### config.mk
export PLATFORM = sky130hd
export DESIGN_NAME = scan_telegram_parser
export DESIGN_NICKNAME = d
export VERILOG_FILES = /design/src/sv/stp_pkg.sv /design/src/sv/stp_front.sv /design/src/sv/stp_queue.sv /design/src/sv/stp_back.sv /design/src/sv/scan_telegram_parser.sv
export SDC_FILE = /design/constraint.sdc
export NUM_CORES = 1
export LEC_CHECK = 0
export BUFFER_PORTS_ARGS = -buffer_cell sky130_fd_sc_hd__buf_4
export CAP_MARGIN = 20
export CORE_MARGIN = 2
export CORE_UTILIZATION = 45
export DETAILED_ROUTE_END_ITERATION = 6
export PLACE_DENSITY = 0.6
export SETUP_SLACK_MARGIN = 0.15
export SKIP_CTS_REPAIR_TIMING = 1
export SLEW_MARGIN = 15
export SYNTH_ARGS = -nofsm -noshare
export SYNTH_HDL_FRONTEND = slang
export SYNTH_SLANG_ARGS = --single-unit
### constraint.sdc
create_clock -name clk -period 10.1 [get_ports clk]
set_input_delay 1.01 -clock clk [delete_from_list [all_inputs] [get_ports clk]]
set_output_delay 1.01 -clock clk [all_outputs]
set_load 0.005 [all_outputs]
### src/sv/stp_pkg.sv
// Shared types, field codes and small lookup functions for the scan telegram parser.
// Used by stp_front, stp_queue, stp_back and scan_telegram_parser; depends on nothing.
`default_nettype none

package stp_pkg;

	// Limits of the telegram format.
	localparam int MAX_POINTS  = 1024;
	localparam int STRING_MAX  = 16;
	localparam int TRAILER_LEN = 11;

	// Widths derived from the limits.
	localparam int ELEM_W = $clog2(MAX_POINTS + 1);
	localparam int SLEN_W = $clog2(STRING_MAX);
	localparam int TPOS_W = $clog2(TRAILER_LEN);

	// Depth of the queue between front and back (power of two).
	localparam int QUEUE_DEPTH = 4;
	localparam int QPTR_W      = $clog2(QUEUE_DEPTH);
	localparam int QCNT_W      = $clog2(QUEUE_DEPTH + 1);

	// Control characters.
	localparam logic [7:0] STX_CODE   = 8'h02;
	localparam logic [7:0] ETX_CODE   = 8'h03;
	localparam logic [7:0] SPACE_CODE = 8'h20;
	localparam logic [7:0] ZERO_CODE  = 8'h30;

	// Result kinds.
	localparam logic [2:0] KIND_NUM      = 3'd0;
	localparam logic [2:0] KIND_CHAR     = 3'd1;
	localparam logic [2:0] KIND_STR_END  = 3'd2;
	localparam logic [2:0] KIND_FRAME    = 3'd3;
	localparam logic [2:0] KIND_ERR      = 3'd4;

	// Field positions that need special handling.
	localparam logic [4:0] FLD_CMD_TYPE    = 5'd0;
	localparam logic [4:0] FLD_CMD         = 5'd1;
	localparam logic [4:0] FLD_STATUS      = 5'd5;
	localparam logic [4:0] FLD_INPUTS      = 5'd10;
	localparam logic [4:0] FLD_OUTPUTS     = 5'd11;
	localparam logic [4:0] FLD_ENCODERS    = 5'd15;
	localparam logic [4:0] FLD_CHANNELS    = 5'd16;
	localparam logic [4:0] FLD_CONTENT     = 5'd17;
	localparam logic [4:0] FLD_POINT_COUNT = 5'd22;
	localparam logic [4:0] FLD_POINTS      = 5'd23;
	localparam logic [4:0] FLD_TRAILER     = 5'd24;
	localparam logic [4:0] FLD_ETX         = 5'd25;

	// One received byte after classification.
	typedef struct packed {
		logic [7:0] code;
		logic       is_hex;
		logic [3:0] digit;
		logic       is_space;
		logic       is_stx;
		logic       is_etx;
	} cls_t;

	// Head of the queue as seen by the back end.
	typedef struct packed {
		logic valid;
		cls_t cls;
	} qhead_t;

	// Mask that truncates a numeric token to the width of its field.
	function automatic logic [31:0] field_mask(input logic [4:0] fid);
		logic [31:0] m;
		m = '0;
		if (fid inside {5'd10, 5'd11})
			m = 32'h0000_00FF;
		else if (fid inside {5'd2, 5'd3, 5'd5, 5'd6, 5'd7, 5'd12, 5'd15, 5'd16,
			5'd21, 5'd22, 5'd23})
			m = 32'h0000_FFFF;
		else if (fid inside {5'd4, 5'd8, 5'd9, 5'd13, 5'd14, 5'd18, 5'd19, 5'd20})
			m = 32'hFFFF_FFFF;
		return m;
	endfunction

	// The trailer alternates zero digits and spaces.
	function automatic logic [7:0] trailer_char(input logic [TPOS_W-1:0] pos);
		return pos[0] ? SPACE_CODE : ZERO_CODE;
	endfunction

endpackage

`default_nettype wire

### src/sv/stp_front.sv
// Front end of the scan telegram parser: takes in bytes and classifies them.
// Depends on stp_pkg; feeds stp_queue.
`default_nettype none

module stp_front (
	input  wire logic          clk,
	input  wire logic          arst_n,
	input  wire logic          in_valid,
	output logic               in_ready,
	input  wire logic [7:0]    byte_in,
	input  wire logic          q_full,
	output logic               q_push,
	output stp_pkg::cls_t      q_data
);

	logic          v_s1;
	stp_pkg::cls_t cls_s1;
	stp_pkg::cls_t cls_new;
	logic          take;

	always_comb begin
		cls_new          = '0;
		cls_new.code     = byte_in;
		cls_new.is_space = (byte_in == stp_pkg::SPACE_CODE);
		cls_new.is_stx   = (byte_in == stp_pkg::STX_CODE);
		cls_new.is_etx   = (byte_in == stp_pkg::ETX_CODE);
		if (byte_in inside {[8'h30:8'h39]}) begin
			cls_new.is_hex = 1'b1;
			cls_new.digit  = byte_in[3:0];
		end else if (byte_in inside {[8'h41:8'h46], [8'h61:8'h66]}) begin
			cls_new.is_hex = 1'b1;
			cls_new.digit  = 4'(byte_in[2:0] + 3'd1) + 4'd8;
		end
	end

	assign in_ready = !v_s1 || !q_full;
	assign take     = in_valid && in_ready;
	assign q_push   = v_s1 && !q_full;
	assign q_data   = cls_s1;

	always_ff @(posedge clk or negedge arst_n) begin
		if (!arst_n) begin
			v_s1 <= 1'b0;
		end else begin
			v_s1 <= take || (v_s1 && q_full);
		end
	end

	always_ff @(posedge clk) begin
		if (take) begin
			cls_s1 <= cls_new;
		end
	end

endmodule

`default_nettype wire

### src/sv/stp_queue.sv
// Short queue of classified bytes between the parser front and back ends.
// Depends on stp_pkg.
`default_nettype none

module stp_queue (
	input  wire logic          clk,
	input  wire logic          arst_n,
	input  wire logic          push,
	input  wire stp_pkg::cls_t push_data,
	output logic               full,
	input  wire logic          pop,
	output stp_pkg::qhead_t    head
);

	stp_pkg::cls_t                  slot_q [stp_pkg::QUEUE_DEPTH];
	logic [stp_pkg::QPTR_W-1:0]     wr_ptr_q;
	logic [stp_pkg::QPTR_W-1:0]     rd_ptr_q;
	logic [stp_pkg::QCNT_W-1:0]     count_q;
	logic                           do_push;
	logic                           do_pop;

	assign full       = (count_q == stp_pkg::QCNT_W'(stp_pkg::QUEUE_DEPTH));
	assign head.valid = (count_q != '0);
	assign head.cls   = slot_q[rd_ptr_q];
	assign do_push    = push && !full;
	assign do_pop     = pop && head.valid;

	always_ff @(posedge clk or negedge arst_n) begin
		if (!arst_n) begin
			wr_ptr_q <= '0;
			rd_ptr_q <= '0;
			count_q  <= '0;
		end else begin
			if (do_push) begin
				wr_ptr_q <= wr_ptr_q + 1'b1;
			end
			if (do_pop) begin
				rd_ptr_q <= rd_ptr_q + 1'b1;
			end
			if (do_push && !do_pop) begin
				count_q <= count_q + 1'b1;
			end else if (do_pop && !do_push) begin
				count_q <= count_q - 1'b1;
			end
		end
	end

	always_ff @(posedge clk) begin
		if (do_push) begin
			slot_q[wr_ptr_q] <= push_data;
		end
	end

endmodule

`default_nettype wire

### src/sv/stp_back.sv
// Back end of the scan telegram parser: field sequencing, token decode and result register.
// Depends on stp_pkg; takes classified bytes from stp_queue.
`default_nettype none

module stp_back (
	input  wire logic          clk,
	input  wire logic          arst_n,
	input  wire stp_pkg::qhead_t head,
	output logic               pop,
	output logic               out_valid,
	input  wire logic          out_ready,
	output logic [2:0]         result_kind,
	output logic [4:0]         field_id,
	output logic [9:0]         elem_index,
	output logic [31:0]        value
);

	localparam int ELEM_W = stp_pkg::ELEM_W;
	localparam int SLEN_W = stp_pkg::SLEN_W;
	localparam int TPOS_W = stp_pkg::TPOS_W;

	// Parser state.
	logic              frame_q;
	logic [4:0]        phase_q;
	logic [31:0]       acc_q;
	logic              dig_q;
	logic [ELEM_W-1:0] elem_q;
	logic [ELEM_W-1:0] points_q;
	logic [SLEN_W-1:0] slen_q;
	logic [TPOS_W-1:0] tpos_q;

	// Result register.
	logic              out_valid_q;
	logic [2:0]        kind_q;
	logic [4:0]        fid_q;
	logic [9:0]        idx_q;
	logic [31:0]       val_q;

	// Next-state values.
	logic              frame_d;
	logic [4:0]        phase_d;
	logic [31:0]       acc_d;
	logic              dig_d;
	logic [ELEM_W-1:0] elem_d;
	logic [ELEM_W-1:0] points_d;
	logic [SLEN_W-1:0] slen_d;
	logic [TPOS_W-1:0] tpos_d;

	logic              go;
	logic              go_wait;
	logic [4:0]        go_phase;
	logic              start;
	logic              fail;
	logic              emit;
	logic [2:0]        e_kind;
	logic [9:0]        e_idx;
	logic [31:0]       e_val;
	logic [31:0]       num_val;
	logic [ELEM_W-1:0] elem_inc;
	stp_pkg::cls_t     c;

	assign c        = head.cls;
	assign pop      = head.valid && (!out_valid_q || out_ready);
	assign num_val  = acc_q & stp_pkg::field_mask(phase_q);
	assign elem_inc = elem_q + ELEM_W'(1);

	always_comb begin
		frame_d  = frame_q;
		phase_d  = phase_q;
		acc_d    = acc_q;
		dig_d    = dig_q;
		elem_d   = elem_q;
		points_d = points_q;
		slen_d   = slen_q;
		tpos_d   = tpos_q;
		go       = 1'b0;
		go_wait  = 1'b0;
		go_phase = phase_q;
		start    = 1'b0;
		fail     = 1'b0;
		emit     = 1'b0;
		e_kind   = stp_pkg::KIND_NUM;
		e_idx    = elem_q[9:0];
		e_val    = {24'd0, c.code};

		if (!frame_q) begin
			// Hunting for the start of a telegram; everything else is dropped.
			if (c.is_stx) begin
				start = 1'b1;
			end
		end else if (phase_q == stp_pkg::FLD_CMD_TYPE || phase_q == stp_pkg::FLD_CMD ||
			phase_q == stp_pkg::FLD_CONTENT) begin
			if (c.is_space) begin
				emit     = 1'b1;
				e_kind   = stp_pkg::KIND_STR_END;
				e_idx    = '0;
				e_val    = 32'(slen_q);
				go       = 1'b1;
				go_phase = phase_q + 5'd1;
			end else if (c.is_stx || c.is_etx ||
				slen_q >= SLEN_W'(stp_pkg::STRING_MAX - 1)) begin
				fail = 1'b1;
			end else begin
				emit   = 1'b1;
				e_kind = stp_pkg::KIND_CHAR;
				e_idx  = 10'(slen_q);
				slen_d = slen_q + SLEN_W'(1);
			end
		end else if (phase_q == stp_pkg::FLD_TRAILER) begin
			if (c.code == stp_pkg::trailer_char(tpos_q)) begin
				if (tpos_q == TPOS_W'(stp_pkg::TRAILER_LEN - 1)) begin
					go       = 1'b1;
					go_phase = stp_pkg::FLD_ETX;
				end else begin
					tpos_d = tpos_q + TPOS_W'(1);
				end
			end else begin
				fail = 1'b1;
			end
		end else if (phase_q == stp_pkg::FLD_ETX) begin
			if (c.is_etx) begin
				emit    = 1'b1;
				e_kind  = stp_pkg::KIND_FRAME;
				e_idx   = '0;
				e_val   = 32'(points_q);
				go      = 1'b1;
				go_wait = 1'b1;
			end else begin
				fail = 1'b1;
			end
		end else begin
			// Numeric hex field.
			if (c.is_hex) begin
				acc_d = {acc_q[27:0], c.digit};
				dig_d = 1'b1;
			end else if (!c.is_space || !dig_q) begin
				fail = 1'b1;
			end else begin
				emit   = 1'b1;
				e_kind = stp_pkg::KIND_NUM;
				e_val  = num_val;
				acc_d  = '0;
				dig_d  = 1'b0;
				slen_d = '0;
				case (phase_q)
					stp_pkg::FLD_STATUS, stp_pkg::FLD_INPUTS, stp_pkg::FLD_OUTPUTS: begin
						if (elem_q == ELEM_W'(1)) begin
							go       = 1'b1;
							go_phase = phase_q + 5'd1;
						end else begin
							elem_d = elem_inc;
						end
					end
					stp_pkg::FLD_ENCODERS: begin
						if (elem_q == '0) begin
							if (num_val == '0) begin
								go       = 1'b1;
								go_phase = stp_pkg::FLD_CHANNELS;
							end else begin
								elem_d = ELEM_W'(1);
							end
						end else if (elem_q == ELEM_W'(2)) begin
							go       = 1'b1;
							go_phase = stp_pkg::FLD_CHANNELS;
						end else begin
							elem_d = elem_inc;
						end
					end
					stp_pkg::FLD_POINT_COUNT: begin
						// A rejected count is reported with the count itself.
						if (num_val > 32'(stp_pkg::MAX_POINTS)) begin
							fail  = 1'b1;
							e_val = num_val;
						end else begin
							points_d = ELEM_W'(num_val);
							go       = 1'b1;
							go_phase = (num_val == '0) ? stp_pkg::FLD_TRAILER
								: stp_pkg::FLD_POINTS;
						end
					end
					stp_pkg::FLD_POINTS: begin
						if (elem_inc >= points_q) begin
							go       = 1'b1;
							go_phase = stp_pkg::FLD_TRAILER;
						end else begin
							elem_d = elem_inc;
						end
					end
					default: begin
						go       = 1'b1;
						go_phase = phase_q + 5'd1;
					end
				endcase
			end
		end

		// A format error reports where it happened, then resynchronizes.
		if (fail) begin
			emit   = 1'b1;
			e_kind = stp_pkg::KIND_ERR;
			e_idx  = elem_q[9:0];
			if (c.is_stx) begin
				start = 1'b1;
			end else begin
				go      = 1'b1;
				go_wait = 1'b1;
			end
		end

		if (start) begin
			go       = 1'b1;
			go_wait  = 1'b0;
			go_phase = stp_pkg::FLD_CMD_TYPE;
			points_d = '0;
		end

		if (go) begin
			frame_d = !go_wait;
			phase_d = go_phase;
			acc_d   = '0;
			dig_d   = 1'b0;
			elem_d  = '0;
			slen_d  = '0;
			tpos_d  = '0;
		end
	end

	always_ff @(posedge clk or negedge arst_n) begin
		if (!arst_n) begin
			frame_q     <= 1'b0;
			phase_q     <= '0;
			acc_q       <= '0;
			dig_q       <= 1'b0;
			elem_q      <= '0;
			points_q    <= '0;
			slen_q      <= '0;
			tpos_q      <= '0;
			out_valid_q <= 1'b0;
		end else begin
			if (pop) begin
				frame_q  <= frame_d;
				phase_q  <= phase_d;
				acc_q    <= acc_d;
				dig_q    <= dig_d;
				elem_q   <= elem_d;
				points_q <= points_d;
				slen_q   <= slen_d;
				tpos_q   <= tpos_d;
			end
			if (pop && emit) begin
				out_valid_q <= 1'b1;
			end else if (out_ready) begin
				out_valid_q <= 1'b0;
			end
		end
	end

	always_ff @(posedge clk) begin
		if (pop && emit) begin
			kind_q <= e_kind;
			fid_q  <= phase_q;
			idx_q  <= e_idx;
			val_q  <= e_val;
		end
	end

	assign out_valid   = out_valid_q;
	assign result_kind = kind_q;
	assign field_id    = fid_q;
	assign elem_index  = idx_q;
	assign value       = val_q;

	// Outside a telegram the per-field counters are always cleared.
	a_wait_clear: assert property (@(posedge clk) disable iff (!arst_n)
		!frame_q |-> (elem_q == '0 && tpos_q == '0 && slen_q == '0))
		else $error("per-field counters not cleared while waiting for STX");

	a_slen_limit: assert property (@(posedge clk) disable iff (!arst_n)
		slen_q <= SLEN_W'(stp_pkg::STRING_MAX - 1))
		else $error("string length beyond limit");

	a_points_limit: assert property (@(posedge clk) disable iff (!arst_n)
		points_q <= ELEM_W'(stp_pkg::MAX_POINTS) && elem_q <= ELEM_W'(stp_pkg::MAX_POINTS))
		else $error("point counters beyond limit");

	a_frame_done: assert property (@(posedge clk) disable iff (!arst_n)
		(pop && emit && e_kind == stp_pkg::KIND_FRAME) |=> (!frame_q && out_valid_q))
		else $error("frame completion did not return to STX hunt");

	a_kind_range: assert property (@(posedge clk) disable iff (!arst_n)
		out_valid_q |-> (kind_q <= stp_pkg::KIND_ERR && fid_q <= stp_pkg::FLD_ETX))
		else $error("result kind or field id out of range");

endmodule

`default_nettype wire

### src/sv/scan_telegram_parser.sv
// Scan telegram parser: the byte of an accepted beat passes the input register, the queue
// and then the back end's result register before its result beat is valid.
// Throughput one byte per cycle while the result channel takes beats; a stalled result channel
// first fills the input register and the four-entry queue, and only then drops in_ready.
// Reset (arst_n low, asynchronous) empties the queue and result register; the parser waits for STX.
`default_nettype none

// Top level of the ASCII scan telegram parser.
// A byte beat accepted on the input channel is classified by the front end (hex digit,
// space, STX, ETX) and registered. From there it moves into a short queue. The back end
// pops one classified byte per cycle whenever its result register is empty or is being
// drained, walks the fixed field sequence of the telegram and produces at most one result
// beat per byte. Because the queue sits between the two halves, a stall on the result
// channel does not block input beats until the queue fills up.
module scan_telegram_parser (
	input  wire logic        clk,
	input  wire logic        arst_n,
	input  wire logic        in_valid,
	output logic             in_ready,
	input  wire logic [7:0]  byte_in,
	output logic             out_valid,
	input  wire logic        out_ready,
	output logic [2:0]       result_kind,
	output logic [4:0]       field_id,
	output logic [9:0]       elem_index,
	output logic [31:0]      value
);

	logic            q_full;
	logic            q_push;
	stp_pkg::cls_t   q_data;
	logic            q_pop;
	stp_pkg::qhead_t q_head;

	// Classification and input register.
	stp_front u_front (
		.clk      (clk),
		.arst_n   (arst_n),
		.in_valid (in_valid),
		.in_ready (in_ready),
		.byte_in  (byte_in),
		.q_full   (q_full),
		.q_push   (q_push),
		.q_data   (q_data)
	);

	// Decoupling queue between the two halves.
	stp_queue u_queue (
		.clk       (clk),
		.arst_n    (arst_n),
		.push      (q_push),
		.push_data (q_data),
		.full      (q_full),
		.pop       (q_pop),
		.head      (q_head)
	);

	// Field sequencer, token decoder and result register.
	stp_back u_back (
		.clk         (clk),
		.arst_n      (arst_n),
		.head        (q_head),
		.pop         (q_pop),
		.out_valid   (out_valid),
		.out_ready   (out_ready),
		.result_kind (result_kind),
		.field_id    (field_id),
		.elem_index  (elem_index),
		.value       (value)
	);

endmodule

`default_nettype wire

==> impl_metrics.tcl <==
set metrics [dict create \
    status "completed" \
    relSlewSlack_pct 34.9 \
    hold_path_class "input port to async pin" \
    grt_pass1_wl_um 35400 \
    grtUsageTotal_pct 18.9 \
    crit_slowest_cell "o21ai_4" \
    drive_gt1_share_pct 17.0 \
    vias 6577 \
    synth_edf_count 130 \
    rsz0062_at_grt "no" \
    synth_mux_area_share_pct 5.38 \
    crit_fanout 33 \
    dieWidth_um 153 \
    syn2layout_area_growth_pct 14.7 \
    critPathMaxStageDelay_ns 0.67 \
    drv_slew 0 \
    synthesis.area_mm2 0.00996 \
    clk_transition_reported_paths_ns 0.06 \
    num_rows 54 \
    finalWirelength_um 22000 \
    grt_pass1_vias 6554 \
    postSynthCellCount 789 \
    antennaDiodeCount 0 \
    max_freq_ghz 0.248 \
    ys_ff_latch 208 \
    fin_area_mm2 0.0114 \
    drt_first_pass_iters 5 \
    synth_nets 835 \
    synthArstFlopShare_pct 37.5 \
    powerDensity_mw_per_mm2 304 \
    clk_latency_ns 0.52 \
    vias_per_cell 5.72 \
    grt.overflow.total 0 \
    tightest_slew_ns 0.968 \
    maxCapViolCount 0 \
    critPathArrivalTime_ns 4.49 \
    synthSimpleGateAreaFrac_pct 13.2 \
    wl_per_cell_um 19.2 \
    fin_cells 1149 \
    ios 64 \
    finalHoldViolations 0 \
    tns_ns 0 \
    ys.flop_type "edfxtp_1" \
    fin_skew_ns 0.0101 \
    antenna_found_initial 0 \
    cts_tree "done" \
    worstPathRequired_ns 10.56 \
    setup_viol 0 \
    dp.cells 1106 \
    ys_types 73 \
    cts_sinks 208 \
    cts_made_buffers 23 \
    root_buffer "clkbuf_16" \
    synth-compound-area-share_pct 13.6 \
    start_util_pct 45.8 \
    crit_type "flip-flop to flip-flop" \
    core_mm2 0.0218 \
    synth_fa_ha_area_share_pct 4.35 \
    place_area_mm2 0.0107 \
    critical_path.startpoint "u_back.elem_q[0]" \
    fin_nets 898 \
    total_leakage_power_uw 0.00452 \
    yosysSeqAreaShare_pct 58.8 \
    place_hpwl_um 15500 \
    path_cells "ha_1 -> and3_1 -> and3_1 -> nand3_1 -> xnor2_1 -> ha_1 -> nand4_1 -> or3_1 -> o211ai_1 -> o21ai_0 -> nand3_1 -> a211oi_2 -> o21ai_4 -> o21ai_4 -> a22o_1" \
    die_h_um 153 \
    place.gp.congestion 0.893 \
    drcViolationCount 0 \
    htree_levels 1 \
    synth_top_family_by_area "compound AO/OA/AOI/OAI gates" \
    clockBufferDepth 3 \
    detail-route-antenna-nets 0 \
    die_area_mm2 0.0233 \
    start_kind "flip-flop" \
    ys_warn_count 0 \
    end_kind "flip-flop" \
    grt_start_max_net_pins 79 \
    fin_crit_ns 4.03 \
    vdd_drop_max_uv 183 \
    numPortBuffers 63 \
    fin_crit_sh_pct 39.9 \
    drt_iter0_markers 477 \
    synthXorXnorAreaFrac_pct 1.58 \
    syn_area_per_cell_um2 12.6 \
    r2r_start "u_back.elem_q[0]" \
]
state kept, by name (all words and copies together) (netlist names), 2 cells and up:
register and count:
u_queue.slot_q 64, u_back.acc_q 32, u_back.value 32, u_front.q_data 16, u_back.elem_q 11, u_back.points_q 11
u_back.elem_index 10, u_back.field_id 5, u_back.phase_q 5, u_back.slen_q 4, u_back.tpos_q 4, u_back.result_kind 3
u_queue.count_q 3, u_queue.rd_ptr_q 2, u_queue.wr_ptr_q 2
kinds of logic after synthesis:
group,after synthesis
and+or+nand+nor,240
DFF,208
AOI/OAI and AO/OA,188
buffers and inverters,71
adders and majority gates,34
muxes,30
xor gates and xnor gates,18
power by group:
| part | switching, µW | internal [µW] | leakage (µW) |
|---|---|---|---|
| clock network | 333 | 489 | 0.000356 |
| logic | 817 | 506 | 0.00186 |
| registers | 137 | 1200 | 0.00231 |
| total | 1290 | 2190 | 0.00452 |
through the flow:
step	setup WS, ns	util [%]	hold WS (ns)	power (µW)
2_1_floorplan	6.59	-	0.448	2220
3_3_place_gp	6.24	49.0	0.467	2640
3_5_place_dp	6.10	49.0	0.486	2680
4_1_cts	6.08	52.4	0.499	3510
5_1_grt	5.66	52.5	0.524	3680
6_report	6.07	52.5	0.487	3480
worst paths after layout:
kind	endpoint	slack [ns]	cells past startpoint
max	u_back.acc_q[3]	6.07	15
min	u_back.acc_q[10]	0.49	1
max reg2reg	u_back.acc_q[3]	6.07	15
min reg2reg	u_queue.slot_q[1][11]	0.50	0
max in group asynchronous	u_queue.wr_ptr_q[0]	8.99	2
min in group clk	u_queue.slot_q[1][11]	0.50	0
final cells by class:
cell class / instances / area (µm²)
Multi-Input combinational cell: 510 / 3800
Clock buffer: 33 / 633
Clock inverter: 9 / 108
Inverter: 39 / 146
Timing Repair Buffer: 70 / 538
Fill cell: 1878 / 10300
Sequential cell: 208 / 5860
Tap cell: 280 / 350
synth_stat cells (all sizes together) (8+ instances only):
cell type	n	share of area, %
nand3	18	0.90
and2	39	2.4
xnor2	10	0.88
buf	18	1.1
a31oi	8	0.57
clkbuf	14	0.53
nand2b	8	0.50
mux4	16	3.6
a22oi	14	1.1
xor2	8	0.70
nand2	60	2.3
ha	33	4.1
nor4	12	0.82
dfrtp	78	20
o21ai	41	2.3
mux2	13	1.7
a22o	37	3.3
and3	9	0.57
a21o	8	0.60
nor3	16	0.80
o31ai	14	1.1
a21oi	31	1.6
nor2	33	1.5
nor3b	10	0.75
edfxtp	130	39
nor2b	12	0.75
inv	39	1.5
metal layers:
layer / vias up / track usage (%) / wire length [µm]
li1: 3095 / - / -
met4: 0 / 4.98 / 424
met5: - / 0 / 0
met3: 28 / 2.67 / 953
met2: 165 / 32.3 / 11000
met1: 3289 / 25.5 / 9650
critical path: cells and delay by family, from the launching register on:
kind / cells / cell delay [ns]
xor+xnor: 1 / 0.20
compound gates: 6 / 1.82
fa+ha+maj: 2 / 0.55
flops: 1 / 0.44
simple gates: 6 / 0.95
cells in the final DEF (no fill, tap or decap), types with 9 or more instances in the layout:
master,count
mux4_2,16
nor2b_1,12
a21oi_1,31
and2_1,39
ha_1,33
nor4_1,11
nor3_1,16
xnor2_1,10
dfrtp_1,78
nor3b_1,10
nand3_1,18
nor2_1,30
edfxtp_1,130
o31ai_1,13
o21ai_0,37
nand2_1,59
clkbuf_16,23
a22oi_1,14
a22o_1,37
inv_1,39
and3_1,9
buf_4,69
(Power assumes the default switching activity.)
